===== src/hw/rtl/cbd_pkg.sv =====
// ----------------------------------------------------------------------------
// cbd_pkg
// Shared types, widths and helpers for the contact block decoder.
// ----------------------------------------------------------------------------
package cbd_pkg;

    localparam int IN_DATA_W  = 8;
    localparam int OUT_DATA_W = 104;   // 98 payload bits padded to whole bytes
    localparam int OUT_USER_W = 1;

    localparam logic KIND_CONTACT = 1'b0;
    localparam logic KIND_REPORT  = 1'b1;

    localparam logic [1:0] ST_OK        = 2'd0;
    localparam logic [1:0] ST_TRUNC     = 2'd1;
    localparam logic [1:0] ST_BAD_WIDTH = 2'd2;

    localparam logic [7:0] REP_LIST  = 8'd1;
    localparam logic [7:0] REP_DENSE = 8'd2;

    localparam logic [15:0] SHORT_MISSING = 16'h8000;   // -32768 marks a missing value

    // one queued result word
    typedef struct packed {
        logic               kind;
        logic signed [31:0] bin_first;
        logic signed [31:0] bin_second;
        logic [31:0]        count_bits;
        logic [1:0]         end_status;
        logic               last;
    } result_t;

    function automatic logic not_positive(logic [31:0] v);
        return (v == 32'd0) || v[31];
    endfunction

    // exact single precision bits of a 16-bit two's complement integer
    function automatic logic [31:0] short_to_float(logic [15:0] raw);
        logic        sign;
        logic [15:0] mag;
        logic [3:0]  msb;
        logic [15:0] norm;
        logic [7:0]  expo;
        sign = raw[15];
        mag  = sign ? (~raw + 16'd1) : raw;
        msb  = 4'd0;
        for (int i = 0; i < 16; i++)
        begin
            if (mag[i])
            begin
                msb = 4'(i);
            end
        end
        norm = mag << (4'd15 - msb);
        expo = 8'd127 + {4'd0, msb};
        if (raw == 16'd0)
        begin
            return 32'd0;
        end
        return {sign, expo, norm[14:0], 8'd0};
    endfunction

endpackage


===== src/hw/rtl/contact_block_decoder.sv =====
// ----------------------------------------------------------------------------
// contact_block_decoder
// Byte-stream parser for one decompressed contact block; emits contacts and
// an end-of-block report.
// ----------------------------------------------------------------------------
// Each result is written into the result queue at the clock edge that takes its byte.
// Throughput: 1 byte per cycle; s_tready drops only while 3 or 4 words sit in
// the 4-entry result queue (a last byte can queue two words: contact + report).
// Reset: rst_n clears the parser to the record-count field and empties the
// queue; queue payload storage is not reset.
// ----------------------------------------------------------------------------
module contact_block_decoder (
    input  logic                           clk,
    input  logic                           rst_n,
    // slave side
    input  logic                           s_tvalid,
    output logic                           s_tready,
    input  logic [cbd_pkg::IN_DATA_W-1:0]  s_tdata,   // [7:0] data_byte
    input  logic                           s_tlast,   // block_last
    // master side
    output logic                           m_tvalid,
    input  logic                           m_tready,
    // [31:0] bin_first, [63:32] bin_second, [95:64] count_bits,
    // [97:96] end_status, [103:98] zero
    output logic [cbd_pkg::OUT_DATA_W-1:0] m_tdata,
    output logic [cbd_pkg::OUT_USER_W-1:0] m_tuser,   // [0] result_kind
    output logic                           m_tlast    // last_of_run
);
    import cbd_pkg::*;

    // Parser phases, in stream order
    typedef enum logic [3:0] {
        PH_NREC    = 4'd0,
        PH_XOFF    = 4'd1,
        PH_YOFF    = 4'd2,
        PH_FFLT    = 4'd3,
        PH_FX      = 4'd4,
        PH_FY      = 4'd5,
        PH_REP     = 4'd6,
        PH_LROWS   = 4'd7,
        PH_LROWNUM = 4'd8,
        PH_LCNT    = 4'd9,
        PH_LCOL    = 4'd10,
        PH_LVAL    = 4'd11,
        PH_DCNT    = 4'd12,
        PH_DWID    = 4'd13,
        PH_DVAL    = 4'd14,
        PH_DONE    = 4'd15
    } phase_t;

    // ------------------------------------------------------------------
    // Parser state
    // ------------------------------------------------------------------
    phase_t      phase_reg,        phase_next;
    logic [31:0] assembly_reg,     assembly_next;
    logic [1:0]  byte_idx_reg,     byte_idx_next;
    logic [31:0] x_offset_reg,     x_offset_next;
    logic [31:0] y_offset_reg,     y_offset_next;
    logic [2:0]  flags_reg,        flags_next;      // bit0 float, bit1 wide x, bit2 wide y
    logic [7:0]  rep_reg,          rep_next;
    logic [31:0] rows_left_reg,    rows_left_next;
    logic [31:0] cur_row_reg,      cur_row_next;
    logic [31:0] entries_left_reg, entries_left_next;
    logic [31:0] cur_col_reg,      cur_col_next;
    logic [15:0] dense_width_reg,  dense_width_next;
    logic [15:0] dense_col_reg,    dense_col_next;
    logic [31:0] dense_row_reg,    dense_row_next;

    // ------------------------------------------------------------------
    // Result queue (4 words)
    // ------------------------------------------------------------------
    result_t     queue_reg [4];
    logic [1:0]  wr_ptr_reg, wr_ptr_next;
    logic [1:0]  rd_ptr_reg, rd_ptr_next;
    logic [2:0]  count_reg,  count_next;

    logic        in_fire;
    logic        out_fire;

    assign s_tready = (count_reg <= 3'd2);
    assign in_fire  = s_tvalid && s_tready;
    assign m_tvalid = (count_reg != 3'd0);
    assign out_fire = m_tvalid && m_tready;

    // ------------------------------------------------------------------
    // Byte parsing
    // ------------------------------------------------------------------
    logic [2:0]  field_len;
    logic [1:0]  last_idx;
    logic [31:0] v_raw;
    logic [31:0] v;
    logic        field_done;
    logic [31:0] rows_dec;
    logic [31:0] entries_dec;
    logic        dense_wok;
    logic        dense_skip;
    logic [15:0] dense_col_inc;
    logic [31:0] value_bits;

    logic        contact_vld;
    result_t     contact;
    result_t     report;
    logic [1:0]  push_n;
    result_t     slot0;
    result_t     slot1;

    always_comb
    begin
        case (phase_reg)
            PH_FFLT, PH_FX, PH_FY, PH_REP: field_len = 3'd1;
            PH_LROWS, PH_LROWNUM:          field_len = flags_reg[2] ? 3'd4 : 3'd2;
            PH_LCNT, PH_LCOL:              field_len = flags_reg[1] ? 3'd4 : 3'd2;
            PH_LVAL, PH_DVAL:              field_len = flags_reg[0] ? 3'd4 : 3'd2;
            PH_DWID:                       field_len = 3'd2;
            default:                       field_len = 3'd4;
        endcase
    end

    assign last_idx   = 2'(field_len - 3'd1);
    assign field_done = (byte_idx_reg == last_idx);
    assign v_raw      = assembly_reg | ({24'd0, s_tdata} << {byte_idx_reg, 3'b000});

    // two-byte counts and indexes are sign extended; values are not
    always_comb
    begin
        if (field_len == 3'd2 && phase_reg != PH_LVAL && phase_reg != PH_DVAL)
        begin
            v = {{16{v_raw[15]}}, v_raw[15:0]};
        end
        else
        begin
            v = v_raw;
        end
    end

    assign rows_dec      = rows_left_reg - 32'd1;
    assign entries_dec   = entries_left_reg - 32'd1;
    assign dense_wok     = (dense_width_reg != 16'd0) && !dense_width_reg[15];
    assign dense_col_inc = dense_col_reg + 16'd1;
    assign value_bits    = flags_reg[0] ? v : short_to_float(v[15:0]);

    // dense filter: NaN or zero for floats, missing or zero for shorts
    always_comb
    begin
        if (flags_reg[0])
        begin
            dense_skip = ((v[30:23] == 8'hFF) && (v[22:0] != 23'd0)) || (v[30:0] == 31'd0);
        end
        else
        begin
            dense_skip = (v[15:0] == SHORT_MISSING) || (v[15:0] == 16'd0);
        end
    end

    always_comb
    begin
        phase_next        = phase_reg;
        assembly_next     = assembly_reg;
        byte_idx_next     = byte_idx_reg;
        x_offset_next     = x_offset_reg;
        y_offset_next     = y_offset_reg;
        flags_next        = flags_reg;
        rep_next          = rep_reg;
        rows_left_next    = rows_left_reg;
        cur_row_next      = cur_row_reg;
        entries_left_next = entries_left_reg;
        cur_col_next      = cur_col_reg;
        dense_width_next  = dense_width_reg;
        dense_col_next    = dense_col_reg;
        dense_row_next    = dense_row_reg;

        contact_vld         = 1'b0;
        contact.kind        = KIND_CONTACT;
        contact.bin_first   = x_offset_reg + cur_col_reg;
        contact.bin_second  = y_offset_reg + cur_row_reg;
        contact.count_bits  = value_bits;
        contact.end_status  = ST_OK;
        contact.last        = !s_tlast;

        if (phase_reg != PH_DONE)
        begin
            if (!field_done)
            begin
                assembly_next = v_raw;
                byte_idx_next = byte_idx_reg + 2'd1;
            end
            else
            begin
                assembly_next = 32'd0;
                byte_idx_next = 2'd0;
                case (phase_reg)
                    PH_NREC:
                    begin
                        phase_next = PH_XOFF;
                    end
                    PH_XOFF:
                    begin
                        x_offset_next = v;
                        phase_next    = PH_YOFF;
                    end
                    PH_YOFF:
                    begin
                        y_offset_next = v;
                        phase_next    = PH_FFLT;
                    end
                    PH_FFLT:
                    begin
                        flags_next = {2'b00, (v != 32'd0)};
                        phase_next = PH_FX;
                    end
                    PH_FX:
                    begin
                        flags_next = flags_reg | {1'b0, (v != 32'd0), 1'b0};
                        phase_next = PH_FY;
                    end
                    PH_FY:
                    begin
                        flags_next = flags_reg | {(v != 32'd0), 2'b00};
                        phase_next = PH_REP;
                    end
                    PH_REP:
                    begin
                        rep_next = v[7:0];
                        if (v[7:0] == REP_LIST)
                        begin
                            phase_next = PH_LROWS;
                        end
                        else if (v[7:0] == REP_DENSE)
                        begin
                            phase_next = PH_DCNT;
                        end
                        else
                        begin
                            phase_next = PH_DONE;
                        end
                    end
                    PH_LROWS:
                    begin
                        rows_left_next = v;
                        phase_next     = not_positive(v) ? PH_DONE : PH_LROWNUM;
                    end
                    PH_LROWNUM:
                    begin
                        cur_row_next = v;
                        phase_next   = PH_LCNT;
                    end
                    PH_LCNT:
                    begin
                        entries_left_next = v;
                        if (not_positive(v))
                        begin
                            rows_left_next = rows_dec;
                            phase_next     = (rows_dec == 32'd0) ? PH_DONE : PH_LROWNUM;
                        end
                        else
                        begin
                            phase_next = PH_LCOL;
                        end
                    end
                    PH_LCOL:
                    begin
                        cur_col_next = v;
                        phase_next   = PH_LVAL;
                    end
                    PH_LVAL:
                    begin
                        contact_vld       = 1'b1;
                        entries_left_next = entries_dec;
                        if (entries_dec == 32'd0)
                        begin
                            rows_left_next = rows_dec;
                            phase_next     = (rows_dec == 32'd0) ? PH_DONE : PH_LROWNUM;
                        end
                        else
                        begin
                            phase_next = PH_LCOL;
                        end
                    end
                    PH_DCNT:
                    begin
                        entries_left_next = v;
                        phase_next        = PH_DWID;
                    end
                    PH_DWID:
                    begin
                        dense_width_next = v[15:0];
                        dense_col_next   = 16'd0;
                        dense_row_next   = 32'd0;
                        phase_next       = not_positive(entries_left_reg) ? PH_DONE : PH_DVAL;
                    end
                    PH_DVAL:
                    begin
                        contact.bin_first  = x_offset_reg + {16'd0, dense_col_reg};
                        contact.bin_second = y_offset_reg + dense_row_reg;
                        if (dense_wok)
                        begin
                            contact_vld = !dense_skip;
                            // wrap the column at the row width
                            if (dense_col_inc == dense_width_reg)
                            begin
                                dense_col_next = 16'd0;
                                dense_row_next = dense_row_reg + 32'd1;
                            end
                            else
                            begin
                                dense_col_next = dense_col_inc;
                            end
                        end
                        entries_left_next = entries_dec;
                        if (entries_dec == 32'd0)
                        begin
                            phase_next = PH_DONE;
                        end
                    end
                    default:
                    begin
                        phase_next = PH_DONE;
                    end
                endcase
            end
        end

        // end-of-block report, judged on the state after this byte
        report.kind       = KIND_REPORT;
        report.bin_first  = 32'sd0;
        report.bin_second = 32'sd0;
        report.count_bits = 32'd0;
        report.last       = 1'b1;
        if (phase_next != PH_DONE)
        begin
            report.end_status = ST_TRUNC;
        end
        else if (rep_next == REP_DENSE &&
                 (dense_width_next == 16'd0 || dense_width_next[15]))
        begin
            report.end_status = ST_BAD_WIDTH;
        end
        else
        begin
            report.end_status = ST_OK;
        end

        // the block is over: back to the header for the next one
        if (s_tlast)
        begin
            phase_next        = PH_NREC;
            assembly_next     = 32'd0;
            byte_idx_next     = 2'd0;
            x_offset_next     = 32'd0;
            y_offset_next     = 32'd0;
            flags_next        = 3'd0;
            rep_next          = 8'd0;
            rows_left_next    = 32'd0;
            cur_row_next      = 32'd0;
            entries_left_next = 32'd0;
            cur_col_next      = 32'd0;
            dense_width_next  = 16'd0;
            dense_col_next    = 16'd0;
            dense_row_next    = 32'd0;
        end
    end

    // pack the words this byte produces: contact first, report after it
    always_comb
    begin
        push_n = 2'd0;
        slot0  = contact_vld ? contact : report;
        slot1  = report;
        if (in_fire)
        begin
            push_n = {1'b0, contact_vld} + {1'b0, s_tlast};
        end
    end

    always_ff @(posedge clk or negedge rst_n)
    begin
        if (!rst_n)
        begin
            phase_reg        <= PH_NREC;
            assembly_reg     <= 32'd0;
            byte_idx_reg     <= 2'd0;
            x_offset_reg     <= 32'd0;
            y_offset_reg     <= 32'd0;
            flags_reg        <= 3'd0;
            rep_reg          <= 8'd0;
            rows_left_reg    <= 32'd0;
            cur_row_reg      <= 32'd0;
            entries_left_reg <= 32'd0;
            cur_col_reg      <= 32'd0;
            dense_width_reg  <= 16'd0;
            dense_col_reg    <= 16'd0;
            dense_row_reg    <= 32'd0;
        end
        else if (in_fire)
        begin
            phase_reg        <= phase_next;
            assembly_reg     <= assembly_next;
            byte_idx_reg     <= byte_idx_next;
            x_offset_reg     <= x_offset_next;
            y_offset_reg     <= y_offset_next;
            flags_reg        <= flags_next;
            rep_reg          <= rep_next;
            rows_left_reg    <= rows_left_next;
            cur_row_reg      <= cur_row_next;
            entries_left_reg <= entries_left_next;
            cur_col_reg      <= cur_col_next;
            dense_width_reg  <= dense_width_next;
            dense_col_reg    <= dense_col_next;
            dense_row_reg    <= dense_row_next;
        end
    end

    // ------------------------------------------------------------------
    // Queue control
    // ------------------------------------------------------------------
    assign wr_ptr_next = wr_ptr_reg + push_n;
    assign rd_ptr_next = rd_ptr_reg + {1'b0, out_fire};
    assign count_next  = count_reg + {1'b0, push_n} - {2'b00, out_fire};

    always_ff @(posedge clk or negedge rst_n)
    begin
        if (!rst_n)
        begin
            wr_ptr_reg <= 2'd0;
            rd_ptr_reg <= 2'd0;
            count_reg  <= 3'd0;
        end
        else
        begin
            wr_ptr_reg <= wr_ptr_next;
            rd_ptr_reg <= rd_ptr_next;
            count_reg  <= count_next;
        end
    end

    always_ff @(posedge clk)
    begin
        if (push_n != 2'd0)
        begin
            queue_reg[wr_ptr_reg] <= slot0;
        end
        if (push_n == 2'd2)
        begin
            queue_reg[wr_ptr_reg + 2'd1] <= slot1;
        end
    end

    result_t head;
    assign head    = queue_reg[rd_ptr_reg];
    assign m_tdata = {6'd0, head.end_status, head.count_bits, head.bin_second, head.bin_first};
    assign m_tuser = head.kind;
    assign m_tlast = head.last;

endmodule


===== config.mk =====
export PLATFORM = sky130hd
export DESIGN_NAME = contact_block_decoder
export DESIGN_NICKNAME = d
export VERILOG_FILES = /design/src/hw/rtl/cbd_pkg.sv /design/src/hw/rtl/contact_block_decoder.sv
export SDC_FILE = /design/constraint.sdc
export NUM_CORES = 2
export LEC_CHECK = 0
export BUFFER_PORTS_ARGS = -buffer_cell sky130_fd_sc_hd__buf_4
export CORE_ASPECT_RATIO = 1.2
export CORE_MARGIN = 5
export CORE_UTILIZATION = 60
export CTS_BUF_LIST = sky130_fd_sc_hd__clkbuf_4 sky130_fd_sc_hd__clkbuf_8
export CTS_CLUSTER_SIZE = 16
export DETAILED_ROUTE_END_ITERATION = 16
export PLACE_DENSITY = 0.75
export SETUP_SLACK_MARGIN = 0.3
export SLEW_MARGIN = 5
export SYNTH_ARGS = -nofsm -noshare
export SYNTH_HDL_FRONTEND = slang
export SYNTH_SLANG_ARGS = --single-unit

===== constraint.sdc =====
create_clock -name clk -period 14 [get_ports clk]
set_input_delay 0 -clock clk [delete_from_list [all_inputs] [get_ports clk]]
set_output_delay 0 -clock clk [all_outputs]
set_load 0.01 [all_outputs]

==> metrics.yaml <==
run_status: "completed"
die_ar_mm2: 0.0703
syn2layout_area_growth_pct: 10.5
rr_worst_depth: 21
layout_commonest_cell: "sky130_fd_sc_hd__o21ai_0"
fin_ws_ns: 5.77
pwr_density_cell_mw_per_mm2: 202
root_buffer: "sky130_fd_sc_hd__clkbuf_8"
placement_rows: 102
slew-limit-headroom_pct: 19.0
hp-class: "in -> reg"
wirelength_mm: 120
final_layout_size_suffix_gt1_share_pct: 15.9
place.port_buffers: 114
critPathCapture: "queue_reg[2][0]"
synth_cells: 4218
crit-reg2reg-launch: "byte_idx_reg[0]"
mostFrequentLayoutCells: "sky130_fd_sc_hd__o21ai_0, sky130_fd_sc_hd__nand2_1, sky130_fd_sc_hd__dfxtp_1, sky130_fd_sc_hd__nor2_1, sky130_fd_sc_hd__dfrtp_1"
synth_largest_type_area_fraction_pct: 20.1
hold_viol: 0
grt_use_total_pct: 33.2
cts_tree: "built"
total_number_of_vias: 34000
seq_area_frac_synth_pct: 40.7
postCtsSetupRepairBufs: 0
post_drt_via_cell_ratio: 6.57
globalRoute.totalOverflow: 0
grt_start_max_net_pins: 148
synth-edff-count: 8
worst_skew_pair.late_latency_ns: 0.77
max-vdd-ir-drop_v: 0.000131
post_drt_wl_per_cell_um: 23.2
period_share_pct: 58.8
die_h_um: 289
largest_register_ff_count: 400
yosysTopAreaCell: "sky130_fd_sc_hd__dfxtp_1"
core_area_mm2: 0.0646
antenna_left: 0
post_synth_main_area_contributors: "sky130_fd_sc_hd__dfxtp_1, sky130_fd_sc_hd__dfrtp_1, sky130_fd_sc_hd__mux4_2"
dp.final_hpwl_mm: 83.0
ys_async_sr_fraction_pct: 43.8
place_congestion: 0.963
synth_warnings: 0
synthFlopType: "sky130_fd_sc_hd__dfxtp_1"
remaining_drc_errors: 0
numCtsBuffers: 111
mean_post_synth_cell_area_um2: 9.25
rsz0062_at_grt: "false"
final_nets: 4391
numClockSinks: 712
setup_viol_count_final: 0
antenna_found_initial: 3
path_clk_slew_ns: 0.07
drt-pass1-iter-count: 5
finalClockSkew_ns: 0.0664
fp.dieW_um: 243
maxCapViolations: 0
synth_cell_type_count: 107
netlist_area_mm2: 0.0390
worst_slew_pin_slew_ns: 1.20
detailedPlace.worstSlack_ns: 5.96
pin_count: 121
timing.setup.critical_path_class: "reg -> reg"
critical_path_arrival_ns: 8.81
final.min_clock_period_ns: 8.23
cts_max_path_buffers: 3
critPathRequiredTime_ns: 14.58
crit_path_start: "byte_idx_reg[0]"
r2r_setup_slack_ns: 5.77
initial_core_utilization_pct: 60.4
setup.worst_path.end_class: "flip-flop"
global_route_wire_length_before_repair_mm: 187
critical_path.max_fanout: 47
cellLeakagePower_nw: 18.7
worstSetupStartpointType: "flip-flop"
clock.fmax_mhz: 122
grt_pass1_vias: 32200
accumulated_negative_setup_slack_ns: 0
cts_max_level: 3
final_max_slew_viol_count: 0
r2r-end: "queue_reg[2][0]"
detail_route.iter0.violations: 3286
synthesized_flop_and_latch_total: 712
n_fill_cell: 5220
-- layer usage --
metal  GRT usage, %  share of wire [%]
met1           44.4                 41
met3           5.61                8.4
met4           16.5                5.5
met5              0              0.017
met2           52.8                 46
-- worst max-delay path: stages, from the launching register on --
cell and delay (ns):
sky130_fd_sc_hd__dfrtp_1 0.61, sky130_fd_sc_hd__nor3b_1 0.15, sky130_fd_sc_hd__or2_2 0.43, sky130_fd_sc_hd__clkinv_1 0.23, sky130_fd_sc_hd__ha_1 0.40, sky130_fd_sc_hd__nor2b_1 0.20
sky130_fd_sc_hd__nand2_1 0.10, sky130_fd_sc_hd__or4_1 0.56, sky130_fd_sc_hd__nor3_1 0.32, sky130_fd_sc_hd__o21ai_1 0.18, sky130_fd_sc_hd__or2_0 0.26, sky130_fd_sc_hd__and3_1 0.23
sky130_fd_sc_hd__o21ai_4 0.70, sky130_fd_sc_hd__inv_2 0.33, sky130_fd_sc_hd__ha_1 0.45, sky130_fd_sc_hd__o21ai_1 0.69, sky130_fd_sc_hd__or2_2 0.58, sky130_fd_sc_hd__and2_4 0.61
sky130_fd_sc_hd__buf_4 0.64, sky130_fd_sc_hd__inv_1 0.18, sky130_fd_sc_hd__nor2_1 0.13, sky130_fd_sc_hd__a21oi_1 0.05
-- cell type report --
| cell class | count | area (um^2) | share of cell area (%) |
|---|---|---|---|
| well taps | 832 | 1040 | 2.41 |
| diodes | 1 | 2.50 | 0.00580 |
| flip-flops and latches | 712 | 15900 | 36.9 |
| multi-input cells | 3171 | 21900 | 50.7 |
| clock inverters | 40 | 447 | 1.04 |
| inverters | 64 | 240 | 0.557 |
| clock buffers | 168 | 2160 | 5.01 |
| repair buffers | 185 | 1460 | 3.39 |
-- synthesized netlist by cell type (23+ instances only) --
cell                       instances
sky130_fd_sc_hd__a21o_1           82
sky130_fd_sc_hd__a21oi_1         255
sky130_fd_sc_hd__a22o_1          160
sky130_fd_sc_hd__a22oi_1          31
sky130_fd_sc_hd__a31oi_1          56
sky130_fd_sc_hd__a32o_1           40
sky130_fd_sc_hd__and3_1           32
sky130_fd_sc_hd__buf_1            29
sky130_fd_sc_hd__clkbuf_1        210
sky130_fd_sc_hd__dfrtp_1         312
sky130_fd_sc_hd__dfxtp_1         392
sky130_fd_sc_hd__ha_1            128
sky130_fd_sc_hd__inv_1            60
sky130_fd_sc_hd__mux2_2          132
sky130_fd_sc_hd__mux4_2          102
sky130_fd_sc_hd__nand2_1         403
sky130_fd_sc_hd__nand2b_1         38
sky130_fd_sc_hd__nand3_1         101
sky130_fd_sc_hd__nand4_1          26
sky130_fd_sc_hd__nor2_1          392
sky130_fd_sc_hd__nor2b_1          23
sky130_fd_sc_hd__nor3_1           81
sky130_fd_sc_hd__nor4_1           37
sky130_fd_sc_hd__o21ai_0         448
sky130_fd_sc_hd__o21ai_1          37
sky130_fd_sc_hd__or3_1            30
sky130_fd_sc_hd__xnor2_1         105
sky130_fd_sc_hd__xor2_1           84
-- per-stage QoR --
step	power, mW	instance area [um^2]	utilization, %	hold slack (ns)	cells
floorplan	5.42	39100	-	-0.296	4223
global placement	6.57	40300	62.5	0.0747	4949
detailed placement	6.61	40300	62.5	0.0769	4949
CTS	8.62	43100	66.8	0.131	5172
global route	9.17	43100	66.8	0.170	5173
finish	8.70	43100	66.8	0.166	5173
-- power breakdown --
| group | internal, mW | switching, mW | total, mW |
|---|---|---|---|
| Clock | 1.12 | 0.888 | 2.00 |
| Combinational | 1.42 | 2.59 | 4.01 |
| Sequential | 2.32 | 0.358 | 2.68 |
-- repair_timing --
action                    CTS  global route
hold endpoints to repair  157             0
hold buffers               15             0
resized for setup           0             0
-- kinds of logic after synthesis --
| logic type | after synthesis | share of synthesized area [%] |
|---|---|---|
| buf+inv | 340 | 3.55 |
| fa+ha+maj | 133 | 4.36 |
| mux | 256 | 10.3 |
| flops | 712 | 40.7 |
| xor+xnor | 189 | 4.24 |
| compound gates | 1330 | 22.0 |
| other cells | 1 | 0.00961 |
| simple gates | 1257 | 14.8 |
-- worst min-delay path by stage --
stage / slack (ns) / depth (start not counted) / to / startpoint
final: 0.17 / 4 / assembly_reg[9] / s_tdata[1]
after global routing: 0.17 / 4 / assembly_reg[31] / s_tdata[7]
after CTS: 0.13 / 4 / assembly_reg[11] / s_tdata[3]
after global placement: 0.07 / 1 / rows_left_reg[6] / rst_n
after detailed placement: 0.08 / 1 / rows_left_reg[8] / rst_n
after floorplan: -0.30 / 0 / assembly_reg[0] / rst_n
No activity file was read; power rests on OpenSTA's default activity.
